**src/design/lqs_pkg.sv**
```systemverilog
// Package for the lottery quantum scheduler.
// Holds table sizes, the result kind codes and the table entry type.
// Depends on nothing.
package lqs_pkg;

    localparam int ENTRIES    = 16;
    localparam int COUNT_BITS = 32;
    localparam int IDX_W      = $clog2(ENTRIES);
    localparam int CNT_W      = $clog2(ENTRIES + 1);
    localparam int TOT_W      = 8 + IDX_W;
    localparam int RND_W      = 32;
    localparam int DIV_STEP   = 4;
    localparam int DIV_ITER   = RND_W / DIV_STEP;
    localparam int DIVC_W     = $clog2(DIV_ITER);
    localparam logic [7:0] QUANTUM_RESET = 8'd5;

    typedef enum logic [2:0] {
        KIND_ACCEPT = 3'd0,
        KIND_FULL   = 3'd1,
        KIND_FINISH = 3'd2,
        KIND_RUN    = 3'd3,
        KIND_IDLE   = 3'd4
    } kind_t;

    typedef struct packed {
        logic [15:0]           id;
        logic [7:0]            tickets;
        logic [15:0]           remaining;
        logic [COUNT_BITS-1:0] wait_cnt;
        logic [COUNT_BITS-1:0] total_cnt;
    } entry_t;

endpackage

```
**src/design/lottery_quantum_scheduler_core.sv**
```systemverilog
// Lottery scheduler with a time quantum: job table, draw and run sweeps.
// Depends on lqs_pkg (sizes, kind codes, entry type).
// An arrival is handled in ST_ARRIVE and its result is registered. A tick runs
// a compaction sweep if a job finishes, then the sum sweep, divide and walk
// sweep when a draw is due, and the run sweep over N jobs; all sweeps share
// the single read port of the job memory. One request at a time (busy).
// Reset clears control state only; the job memory holds no reset value.
// Results are strobed for one cycle on result_valid; the receiver cannot stall.
module lottery_quantum_scheduler_core (
    input  logic        clk,
    input  logic        rst_n,
    input  logic        start,
    output logic        busy,
    input  logic        action,
    input  logic [15:0] job_id,
    input  logic [7:0]  job_priority,
    input  logic [15:0] job_run_time,
    input  logic [31:0] random_value,
    input  logic        cfg_valid,
    output logic        cfg_ready,
    input  logic [7:0]  cfg_data,
    output logic        result_valid,
    output logic [2:0]  kind,
    output logic [15:0] out_id,
    output logic [31:0] wait_count,
    output logic [31:0] turnaround_count,
    output logic        last
);

    // One-hot sequencer states.
    typedef enum logic [8:0] {
        ST_IDLE   = 9'b000000001,
        ST_ARRIVE = 9'b000000010,
        ST_TICK   = 9'b000000100,
        ST_CHECK  = 9'b000001000,
        ST_SHIFT  = 9'b000010000,
        ST_SUM    = 9'b000100000,
        ST_DIV    = 9'b001000000,
        ST_WALK   = 9'b010000000,
        ST_RUN    = 9'b100000000
    } state_t;

    // Job memory: one write port, one registered read port.
    lqs_pkg::entry_t mem [lqs_pkg::ENTRIES];
    lqs_pkg::entry_t rd_data_reg;
    logic                     mem_we;
    logic [lqs_pkg::IDX_W-1:0] mem_wa;
    logic [lqs_pkg::IDX_W-1:0] mem_ra;
    lqs_pkg::entry_t          mem_wd;

    state_t state_reg, state_next;
    logic [lqs_pkg::CNT_W-1:0] count_reg, count_next;
    logic [lqs_pkg::IDX_W-1:0] run_slot_reg, run_slot_next;
    logic run_valid_reg, run_valid_next;
    logic [7:0] qused_reg, qused_next;
    logic [7:0] quantum_reg, quantum_next;

    // Captured request.
    logic        act_reg, act_next;
    logic [15:0] id_reg, id_next;
    logic [7:0]  prio_reg, prio_next;
    logic [15:0] rt_reg, rt_next;
    logic [lqs_pkg::RND_W-1:0] rnd_reg, rnd_next;

    // Sweep control: read pointer runs one entry ahead of the processed one.
    logic [lqs_pkg::CNT_W-1:0]  rd_idx_reg, rd_idx_next;
    logic                       pend_reg, pend_next;
    logic [lqs_pkg::IDX_W-1:0]  pidx_reg, pidx_next;
    logic [lqs_pkg::TOT_W-1:0]  total_reg, total_next;
    logic [lqs_pkg::TOT_W-1:0]  rem_reg, rem_next;
    logic [lqs_pkg::DIVC_W-1:0] divc_reg, divc_next;
    logic                       found_reg, found_next;
    logic [15:0]                run_id_reg, run_id_next;

    // Result registers.
    logic        res_valid_reg, res_valid_next;
    lqs_pkg::kind_t kind_reg, kind_next;
    logic [15:0] out_id_reg, out_id_next;
    logic [31:0] wait_reg, wait_next;
    logic [31:0] turn_reg, turn_next;
    logic        last_reg, last_next;

    // Scratch for the comb block.
    logic [lqs_pkg::TOT_W-1:0] dv_r;
    logic [lqs_pkg::TOT_W:0]   dv_t;
    logic [lqs_pkg::RND_W-1:0] dv_rnd;
    logic                      issue;
    logic                      rs_in_range;
    lqs_pkg::entry_t           ent;

    assign busy             = (state_reg != ST_IDLE);
    assign cfg_ready        = (state_reg == ST_IDLE);
    assign result_valid     = res_valid_reg;
    assign kind             = kind_reg;
    assign out_id           = out_id_reg;
    assign wait_count       = wait_reg;
    assign turnaround_count = turn_reg;
    assign last             = last_reg;

    always_ff @(posedge clk)
    begin
        if (mem_we)
        begin
            mem[mem_wa] <= mem_wd;
        end
        rd_data_reg <= mem[mem_ra];
    end

    always_comb
    begin
        state_next     = state_reg;
        count_next     = count_reg;
        run_slot_next  = run_slot_reg;
        run_valid_next = run_valid_reg;
        qused_next     = qused_reg;
        quantum_next   = quantum_reg;
        act_next       = act_reg;
        id_next        = id_reg;
        prio_next      = prio_reg;
        rt_next        = rt_reg;
        rnd_next       = rnd_reg;
        rd_idx_next    = rd_idx_reg;
        pend_next      = 1'b0;
        pidx_next      = pidx_reg;
        total_next     = total_reg;
        rem_next       = rem_reg;
        divc_next      = divc_reg;
        found_next     = found_reg;
        run_id_next    = run_id_reg;
        res_valid_next = 1'b0;
        kind_next      = kind_reg;
        out_id_next    = out_id_reg;
        wait_next      = wait_reg;
        turn_next      = turn_reg;
        last_next      = last_reg;
        mem_we         = 1'b0;
        mem_wa         = pidx_reg;
        mem_wd         = rd_data_reg;
        mem_ra         = rd_idx_reg[lqs_pkg::IDX_W-1:0];
        issue          = 1'b0;
        ent            = rd_data_reg;
        dv_r           = rem_reg;
        dv_t           = '0;
        dv_rnd         = rnd_reg;
        rs_in_range    = (lqs_pkg::CNT_W'(run_slot_reg) < count_reg);

        if (cfg_valid && cfg_ready)
        begin
            quantum_next = cfg_data;
        end

        unique case (state_reg)
            ST_IDLE:
            begin
                if (start)
                begin
                    act_next  = action;
                    id_next   = job_id;
                    prio_next = job_priority;
                    rt_next   = job_run_time;
                    rnd_next  = random_value;
                    state_next = action ? ST_TICK : ST_ARRIVE;
                end
            end

            ST_ARRIVE:
            begin
                res_valid_next = 1'b1;
                out_id_next    = id_reg;
                wait_next      = '0;
                turn_next      = '0;
                last_next      = 1'b1;
                if (count_reg >= lqs_pkg::CNT_W'(lqs_pkg::ENTRIES))
                begin
                    kind_next = lqs_pkg::KIND_FULL;
                end
                else
                begin
                    kind_next        = lqs_pkg::KIND_ACCEPT;
                    mem_we           = 1'b1;
                    mem_wa           = count_reg[lqs_pkg::IDX_W-1:0];
                    mem_wd.id        = id_reg;
                    mem_wd.tickets   = prio_reg;
                    mem_wd.remaining = rt_reg;
                    mem_wd.wait_cnt  = '0;
                    mem_wd.total_cnt = '0;
                    count_next       = count_reg + 1'b1;
                end
                state_next = ST_IDLE;
            end

            ST_TICK:
            begin
                rd_idx_next = '0;
                if (run_valid_reg && rs_in_range)
                begin
                    mem_ra     = run_slot_reg;
                    state_next = ST_CHECK;
                end
                else
                begin
                    run_valid_next = 1'b0;
                    total_next     = '0;
                    state_next     = (count_reg != '0) ? ST_SUM : ST_RUN;
                end
            end

            ST_CHECK:
            begin
                // Running entry is in the read register now.
                rd_idx_next = '0;
                total_next  = '0;
                if (rd_data_reg.remaining == '0)
                begin
                    res_valid_next = 1'b1;
                    kind_next      = lqs_pkg::KIND_FINISH;
                    out_id_next    = rd_data_reg.id;
                    wait_next      = rd_data_reg.wait_cnt;
                    turn_next      = rd_data_reg.total_cnt;
                    last_next      = 1'b0;
                    run_valid_next = 1'b0;
                    rd_idx_next    = lqs_pkg::CNT_W'(run_slot_reg) + 1'b1;
                    state_next     = ST_SHIFT;
                end
                else if (qused_reg >= quantum_reg)
                begin
                    state_next = ST_SUM;
                end
                else
                begin
                    state_next = ST_RUN;
                end
            end

            ST_SHIFT:
            begin
                // Compact: entry i+1 moves to i.
                issue = (rd_idx_reg < count_reg);
                if (pend_reg)
                begin
                    mem_we = 1'b1;
                    mem_wa = pidx_reg - 1'b1;
                    mem_wd = rd_data_reg;
                end
                if (issue)
                begin
                    pend_next   = 1'b1;
                    pidx_next   = rd_idx_reg[lqs_pkg::IDX_W-1:0];
                    rd_idx_next = rd_idx_reg + 1'b1;
                end
                else if (!pend_reg)
                begin
                    count_next  = count_reg - 1'b1;
                    rd_idx_next = '0;
                    total_next  = '0;
                    state_next  = (count_reg > lqs_pkg::CNT_W'(1)) ? ST_SUM : ST_RUN;
                end
            end

            ST_SUM:
            begin
                issue = (rd_idx_reg < count_reg);
                if (pend_reg)
                begin
                    total_next = total_reg + lqs_pkg::TOT_W'(rd_data_reg.tickets);
                end
                if (issue)
                begin
                    pend_next   = 1'b1;
                    pidx_next   = rd_idx_reg[lqs_pkg::IDX_W-1:0];
                    rd_idx_next = rd_idx_reg + 1'b1;
                end
                else if (!pend_reg)
                begin
                    rd_idx_next = '0;
                    if (total_reg == '0)
                    begin
                        // No tickets at all: slot 0 wins.
                        run_slot_next  = '0;
                        run_valid_next = 1'b1;
                        qused_next     = '0;
                        state_next     = ST_RUN;
                    end
                    else
                    begin
                        rem_next   = '0;
                        divc_next  = '0;
                        state_next = ST_DIV;
                    end
                end
            end

            ST_DIV:
            begin
                // Restoring remainder, DIV_STEP bits per cycle, MSB first.
                for (int k = 0; k < lqs_pkg::DIV_STEP; k++)
                begin
                    dv_t   = {dv_r, dv_rnd[lqs_pkg::RND_W-1]};
                    dv_rnd = dv_rnd << 1;
                    if (dv_t >= {1'b0, total_reg})
                    begin
                        dv_t = dv_t - {1'b0, total_reg};
                    end
                    dv_r = dv_t[lqs_pkg::TOT_W-1:0];
                end
                rnd_next  = dv_rnd;
                rem_next  = dv_r;
                divc_next = divc_reg + 1'b1;
                if (divc_reg == lqs_pkg::DIVC_W'(lqs_pkg::DIV_ITER - 1))
                begin
                    rem_next    = dv_r + 1'b1;  // winning ticket number
                    found_next  = 1'b0;
                    rd_idx_next = '0;
                    state_next  = ST_WALK;
                end
            end

            ST_WALK:
            begin
                issue = (rd_idx_reg < count_reg) && !found_reg;
                if (pend_reg && !found_reg)
                begin
                    if (rem_reg <= lqs_pkg::TOT_W'(rd_data_reg.tickets))
                    begin
                        run_slot_next = pidx_reg;
                        found_next    = 1'b1;
                    end
                    else
                    begin
                        rem_next = rem_reg - lqs_pkg::TOT_W'(rd_data_reg.tickets);
                    end
                end
                if (issue)
                begin
                    pend_next   = 1'b1;
                    pidx_next   = rd_idx_reg[lqs_pkg::IDX_W-1:0];
                    rd_idx_next = rd_idx_reg + 1'b1;
                end
                else if (!pend_reg)
                begin
                    if (!found_reg)
                    begin
                        run_slot_next = lqs_pkg::IDX_W'(count_reg - 1'b1);
                    end
                    run_valid_next = 1'b1;
                    qused_next     = '0;
                    rd_idx_next    = '0;
                    state_next     = ST_RUN;
                end
            end

            ST_RUN:
            begin
                if (!(run_valid_reg && (count_reg != '0)))
                begin
                    res_valid_next = 1'b1;
                    kind_next      = lqs_pkg::KIND_IDLE;
                    out_id_next    = '0;
                    wait_next      = '0;
                    turn_next      = '0;
                    last_next      = 1'b1;
                    state_next     = ST_IDLE;
                end
                else
                begin
                    issue = (rd_idx_reg < count_reg);
                    if (pend_reg)
                    begin
                        ent = rd_data_reg;
                        if (pidx_reg == run_slot_reg)
                        begin
                            run_id_next = rd_data_reg.id;
                            if (ent.remaining != '0)
                            begin
                                ent.remaining = ent.remaining - 1'b1;
                            end
                        end
                        else if (ent.wait_cnt != '1)
                        begin
                            ent.wait_cnt = ent.wait_cnt + 1'b1;
                        end
                        if (ent.total_cnt != '1)
                        begin
                            ent.total_cnt = ent.total_cnt + 1'b1;
                        end
                        mem_we = 1'b1;
                        mem_wa = pidx_reg;
                        mem_wd = ent;
                    end
                    if (issue)
                    begin
                        pend_next   = 1'b1;
                        pidx_next   = rd_idx_reg[lqs_pkg::IDX_W-1:0];
                        rd_idx_next = rd_idx_reg + 1'b1;
                    end
                    else if (!pend_reg)
                    begin
                        if (qused_reg != 8'hFF)
                        begin
                            qused_next = qused_reg + 1'b1;
                        end
                        res_valid_next = 1'b1;
                        kind_next      = lqs_pkg::KIND_RUN;
                        out_id_next    = run_id_reg;
                        wait_next      = '0;
                        turn_next      = '0;
                        last_next      = 1'b1;
                        state_next     = ST_IDLE;
                    end
                end
            end

            default:
            begin
                state_next = ST_IDLE;
            end
        endcase
    end

    // Control state.
    always_ff @(posedge clk or negedge rst_n)
    begin
        if (!rst_n)
        begin
            state_reg     <= ST_IDLE;
            count_reg     <= '0;
            run_slot_reg  <= '0;
            run_valid_reg <= 1'b0;
            qused_reg     <= 8'd1;
            quantum_reg   <= lqs_pkg::QUANTUM_RESET;
            pend_reg      <= 1'b0;
            res_valid_reg <= 1'b0;
        end
        else
        begin
            state_reg     <= state_next;
            count_reg     <= count_next;
            run_slot_reg  <= run_slot_next;
            run_valid_reg <= run_valid_next;
            qused_reg     <= qused_next;
            quantum_reg   <= quantum_next;
            pend_reg      <= pend_next;
            res_valid_reg <= res_valid_next;
        end
    end

    // Payload and datapath registers.
    always_ff @(posedge clk)
    begin
        act_reg     <= act_next;
        id_reg      <= id_next;
        prio_reg    <= prio_next;
        rt_reg      <= rt_next;
        rnd_reg     <= rnd_next;
        rd_idx_reg  <= rd_idx_next;
        pidx_reg    <= pidx_next;
        total_reg   <= total_next;
        rem_reg     <= rem_next;
        divc_reg    <= divc_next;
        found_reg   <= found_next;
        run_id_reg  <= run_id_next;
        kind_reg    <= kind_next;
        out_id_reg  <= out_id_next;
        wait_reg    <= wait_next;
        turn_reg    <= turn_next;
        last_reg    <= last_next;
    end

endmodule

```
**config.mk**
```make
export PLATFORM = sky130hd
export DESIGN_NAME = lottery_quantum_scheduler_core
export DESIGN_NICKNAME = d
export VERILOG_FILES = /design/src/design/lqs_pkg.sv /design/src/design/lottery_quantum_scheduler_core.sv
export SDC_FILE = /design/constraint.sdc
export NUM_CORES = 2
export LEC_CHECK = 0
export BUFFER_PORTS_ARGS = -buffer_cell sky130_fd_sc_hd__buf_2
export CAP_MARGIN = 30
export CORE_MARGIN = 5
export CORE_UTILIZATION = 50
export DETAILED_ROUTE_END_ITERATION = 8
export PLACE_DENSITY = 0.67
export SLEW_MARGIN = 20
export SYNTH_ARGS = -nofsm -noshare
export SYNTH_HDL_FRONTEND = slang
export SYNTH_SLANG_ARGS = --single-unit
```
**constraint.sdc**
```tcl
create_clock -name clk -period 18 [get_ports clk]
set_input_delay 1.8 -clock clk [delete_from_list [all_inputs] [get_ports clk]]
set_output_delay 1.8 -clock clk [all_outputs]
set_load 0.005 [all_outputs]
```
# After elaboration in Yosys (flattened, before gate mapping)
# Memories as Yosys holds them, arrays and structs flattened. A register that Yosys moved wholly into a read port is not among the register bits.
# Cells that the tools add are included.
# op_classes
n_addsub,17
magnitude_cmp,10
eq_ne,40
muxes,142
n_reduce_logical,38
# op_table
cell,n
$mux W32,9
$mux W12,18
$pmux W104 S2,1
$pmux W32 S3,2
$mux W80,2
$mux W9,17
$mux W104,1
$mux W16,6
$mux W8,9
$pmux W9 S8,1
$add A32 B1 Y32 const B,2
$ne A32 B32 Y1 const B,2
$pmux W32 S2,1
$mux W4,15
$ge A13 B12 Y1,4
$mux W5,10
$pmux W12 S4,1
$pmux W16 S3,1
$sub A12 B12 Y12,4
$ne A2 B2 Y1 const B,23
$pmux W12 S3,1
$pmux W5 S6,1
$reduce_and A4 Y1,7
$mux W1,25
other kinds (57),84
# totals
regBits,246
mem_bits_rw,1664
input_bits,85
out_inout_bits,87
elab_cells,272
memories,1
# mem_list
memory,words,width,rd,rd_ports_with_merged_regs,wr,line,source
mem,16,104,1,1,1,lottery_quantum_scheduler_core.sv:44,lqs_pkg::entry_t mem [lqs_pkg::ENTRIES];

# Logic depth before layout (Yosys ltp)
# logic_depth
depth_word,15
ltp_mapped,49
ltp_nobuf,46

# Worst setup path after synthesis
# No wires, ideal clock.
# synth_path
path_type,flip-flop to flip-flop
start,register total_reg[1] (netlist name)
end,"register rem_reg[6] (netlist name), data pin"
setup_time_ps,271
arrival_ps,9587
required_time_ps,17729
path_slack_ps,8142
path_stages_with_launch,44
n_path_buf,5
cell_sequence,edfxtp_1 -> inv_1 -> ha_1 -> nor2b_1 -> o31a_1 -> o21ai_2 -> and2_4 -> buf_6 -> mux2_2 -> ha_1 -> o211ai_1 -> a21o_1 -> a211o_1 -> a41oi_1 -> a221o_1 -> buf_4 -> mux2i_1 -> ha_1 -> [... 8 more ...] -> o21ai_0 -> inv_1 -> ha_1 -> nor2b_1 -> o21ai_0 -> a21boi_0 -> o211a_1 -> o31ai_1 -> a21oi_1 -> o21a_1 -> nor3_4 -> buf_2 -> mux2i_1 -> ha_1 -> nand2_1 -> o311a_1 -> a211oi_1 -> o22ai_1
# synth_via
elab_chain_cells,15
elab_cells_between_ends,19
classes_between,5 x add/sub; 4 x order compare; 10 x mux
# synth_rtl
item,line,source
from (decl),lottery_quantum_scheduler_core.sv:69,"logic [lqs_pkg::TOT_W-1:0] total_reg, total_next;"
from (signal assigned),lottery_quantum_scheduler_core.sv:457,total_reg <= total_next;
$sub A12 B12 Y12 or $ge A13 B12 Y1 (tied branches),"lottery_quantum_scheduler_core.sv:302, lottery_quantum_scheduler_core.sv:300",
$mux W12,lottery_quantum_scheduler_core.sv:300,"if (dv_t >= {1'b0, total_reg})"
$mux W12,lottery_quantum_scheduler_core.sv:152,unique case (state_reg)
$sub A12 B12 Y12 or $ge A13 B12 Y1 (tied branches),"lottery_quantum_scheduler_core.sv:302, lottery_quantum_scheduler_core.sv:300",
$mux W12,lottery_quantum_scheduler_core.sv:300,
$mux W12,lottery_quantum_scheduler_core.sv:152,
$sub A12 B12 Y12 or $ge A13 B12 Y1 (tied branches),"lottery_quantum_scheduler_core.sv:302, lottery_quantum_scheduler_core.sv:300",
$mux W12,lottery_quantum_scheduler_core.sv:300,
$mux W12,lottery_quantum_scheduler_core.sv:152,
$sub A12 B12 Y12 or $ge A13 B12 Y1 (tied branches),"lottery_quantum_scheduler_core.sv:302, lottery_quantum_scheduler_core.sv:300",
$mux W12 (*),lottery_quantum_scheduler_core.sv:300,
$mux W12 (*),lottery_quantum_scheduler_core.sv:152,
$add A12 B1 Y12,lottery_quantum_scheduler_core.sv:311,rem_next = dv_r + 1'b1;
$mux W12 (*),lottery_quantum_scheduler_core.sv:309,if (divc_reg == lqs_pkg::DIVC_W'(lqs_pkg::DIV_ITER - 1))
$pmux W12 S3 (*),lottery_quantum_scheduler_core.sv:152,
"net rem_next, one bit",lottery_quantum_scheduler_core.sv:70,"logic [lqs_pkg::TOT_W-1:0] rem_reg, rem_next;"
to (signal assigned),lottery_quantum_scheduler_core.sv:458,rem_reg <= rem_next;
to (decl),lottery_quantum_scheduler_core.sv:70,
# Mark *: on every way through the listed nets, which the timed path passes. The rest lies on a longest branch. The select of a mux whose other input is x is not followed.
# A chain may end at the register's enable or synchronous reset.

# Final worst setup path
# Same ends and word-level chain as after synthesis.

==> flow_metrics.py <==
metrics = {
    "drt": {
        "route.detailed.drc": 0,
        "vias": 54900,
        "via_per_inst": 6.10,
        "drt_iter0_markers": 5331,
        "wl_per_cell_um": 24.6,
        "postRouteAntennaNets": 0,
        "drt-pass1-iter-count": 6,
        "wl_um": 221000,
    },
    "sta": {
        "setup_viol": 0,
        "hold_violations": 0,
        "finClkSkew_ns": 0.0432,
        "slew_viol_final": 0,
        "finalCriticalPeriod_ns": 12.46,
        "tightest_slew_ns": 1.26,
        "rsz0062_at_grt": "false",
        "layout_setup_ws_ns": 5.54,
        "maxSlewHeadroom_pct": 16.1,
        "period_share_pct": 69.2,
        "tns_ns": 0,
        "fmax_mhz": 80.3,
    },
    "yosys": {
        "ys_top_cells_by_area": "edfxtp_1, nand2_1, a211oi_1",
        "postSynthAreaPerCell_um2": 13.1,
        "synth-edff-count": 1873,
        "ys_ff_latch": 2014,
        "postSynthCellCount": 6472,
        "async_flop_share_pct": 1.84,
        "ys_warn_count": 0,
        "synth.distinct_cells": 89,
        "synth_top_cell_by_area": "edfxtp_1",
        "synth_top_area_share_pct": 66.5,
        "syn_area_um2": 84600,
        "syn_nets": 6655,
        "synthFlopType": "edfxtp_1",
        "synth-seq-area-share_pct": 70.0,
    },
    "global_route": {
        "track_usage_pct": 24.4,
        "grt_pass1_vias": 52962,
        "gr-total-overflow": 0,
        "antenna_found_initial": 2,
        "grt_max_degree": 214,
        "grt_pass1_wl_um": 334000,
    },
    "power_and_ir_drop": {
        "leakagePower_nw": 32.1,
        "vdd_drop_max_mv": 0.0953,
        "power_density_nw_per_um2": 141,
    },
    "clock_tree": {
        "clock_latency_ns": 0.86,
        "ctsRootBufferMaster": "clkbuf_16",
        "numCtsBuffers": 199,
        "cts-resized-gates": 0,
        "post_cts_buffers": 0,
        "path_clk_slew_ns": 0.07,
        "tritoncts": "built",
        "htree_levels": 4,
        "clk_path_buf_depth": 3,
        "hold_buffers": 0,
        "cts_sinks": 2014,
    },
    "setup_path": {
        "crit_required_ns": 18.54,
        "crit_buf_inv": 4,
        "crit_path_frequent_cell": "ha_1",
        "r2r_slack_ns": 5.54,
        "arrival_ns": 13.00,
        "worstSetupPathType": "register to register",
        "critPathMaxStageDelay_ns": 0.64,
        "cp_max_fo": 28,
        "path_delay_family": "compound AO/OA/AOI/OAI gates",
        "crit_path_start_kind": "register",
        "endpoint_kind": "register",
        "critical-path-slowest-cell": "nand2b_1",
    },
    "place": {
        "hpwl_um": 116000,
        "dp_cells": 8609,
        "place.gp.congestion": 0.870,
        "place_ws_ns": 5.63,
        "port_buffers": 171,
    },
    "layout": {
        "nets": 6785,
        "largest_reg_flops": 1664,
        "final_cell_mix": "edfxtp_1, nand2_1, a211oi_1",
        "final_common_cell": "edfxtp_1",
        "nFillCells": 13427,
        "drive_above_1_share_pct": 11.1,
        "stdcell_count": 8997,
        "area.growth.synth_to_final_pct": 12.5,
    },
    "floorplanning": {
        "start_util_pct": 50.1,
        "core_region_area_um2": 169000,
        "die-area_um2": 178000,
        "fp.dieW_um": 421,
        "die_y_um": 421,
        "rows": 151,
        "io_pins": 172,
    },
    "outcome": {
        "status": "completed",
    },
    "min_path": {
        "hp-class": "register to register",
    },
    "flow_run": {
        "cap_violations": 0,
    },
}
cells in the mapped netlist, types with 7 or more instances:
master and n:
nor3_1 39, nand3_1 54, a21o_1 31, buf_1 8, clkbuf_1 386, xnor2_1 46, and3_1 28, a22oi_1 19
dfrtp_1 33, nand2b_1 24, a311oi_1 209, a31oi_1 229, o31ai_1 21, o211ai_1 20, nor4_1 12, a211oi_1 529
o22ai_1 14, o21a_1 17, nand2_1 1185, buf_2 26, o21bai_1 7, dfxtp_1 104, edfxtp_1 1873, and4_1 9
xor2_1 22, inv_1 80, ha_1 92, a21oi_1 298, a22o_1 8, and2_1 500, mux2_2 29, nor2b_1 20
nand4_1 43, nor2_1 147, mux2i_1 15, o21ai_0 181
area by class of cell:
class	count	area [µm²]	area share [%]
flip-flops and latches	2014	59300	62.3
multi-input cells	3955	23700	24.9
clock buffers	265	5470	5.75
well taps	2218	2780	2.92
repair buffers	352	2570	2.70
clock inverters	111	1140	1.20
inverters	80	300	0.315
diodes	2	5.00	0.00526
final timing paths:
kind	cells past startpoint	endpoint	from
max	40	rem_reg[6]	total_reg[1]
max reg2reg	40	rem_reg[6]	total_reg[1]
min reg2reg	0	run_id_reg[15]	rd_data_reg[103]
max in group asynchronous	2	state_reg[0]	rst_n
min in group asynchronous	1	quantum_reg[3]	rst_n
min	0	run_id_reg[15]	rd_data_reg[103]
per-stage QoR:
step                      hold slack (ns)  power [mW]  instance area, µm²  util, %
after floorplan                     0.430        8.29               84600        -
after global placement              0.444        9.28               88100     52.2
after detailed placement            0.451        9.37               88400     52.4
after CTS                           0.466        13.5               95000     56.3
after global routing                0.478        14.1               95200     56.4
final                               0.467        13.5               95200     56.4
worst reg2reg max path: cells and delay by family (launching register included):
kind	cells	cell delay (ns)
flip-flops	1	0.49
AND/OR/NAND/NOR	8	1.68
multiplexers	5	1.89
AO/OA/AOI/OAI	18	5.39
adder cells (fa/ha/maj)	5	1.60
buffers and inverters	4	1.10
layer usage:
layer  global-route usage, %  vias to the layer above  wire length [µm]
li1                        -                    24836                 -
met1                    34.3                    27573             93600
met2                    39.6                     2087            106000
met3                    3.42                      404             14900
met4                    8.51                        0              7330
met5                       0                        -                 0
where the power goes:
group          switching [mW]  leakage, nW  total (mW)  internal, mW
combinational            2.11         10.5        3.08         0.973
sequential              0.236         18.3        6.24          6.01
clock                    1.78         3.25        4.14          2.36
kinds of logic after synthesis:
family / share of synthesized area (%)
flip-flops: 70.0
adder cells (fa/ha/maj): 1.50
multiplexers: 0.581
AO/OA/AOI/OAI: 13.3
AND/OR/NAND/NOR: 11.6
buffers and inverters: 2.29
XOR/XNOR: 0.704
(Power assumes the default switching activity.)
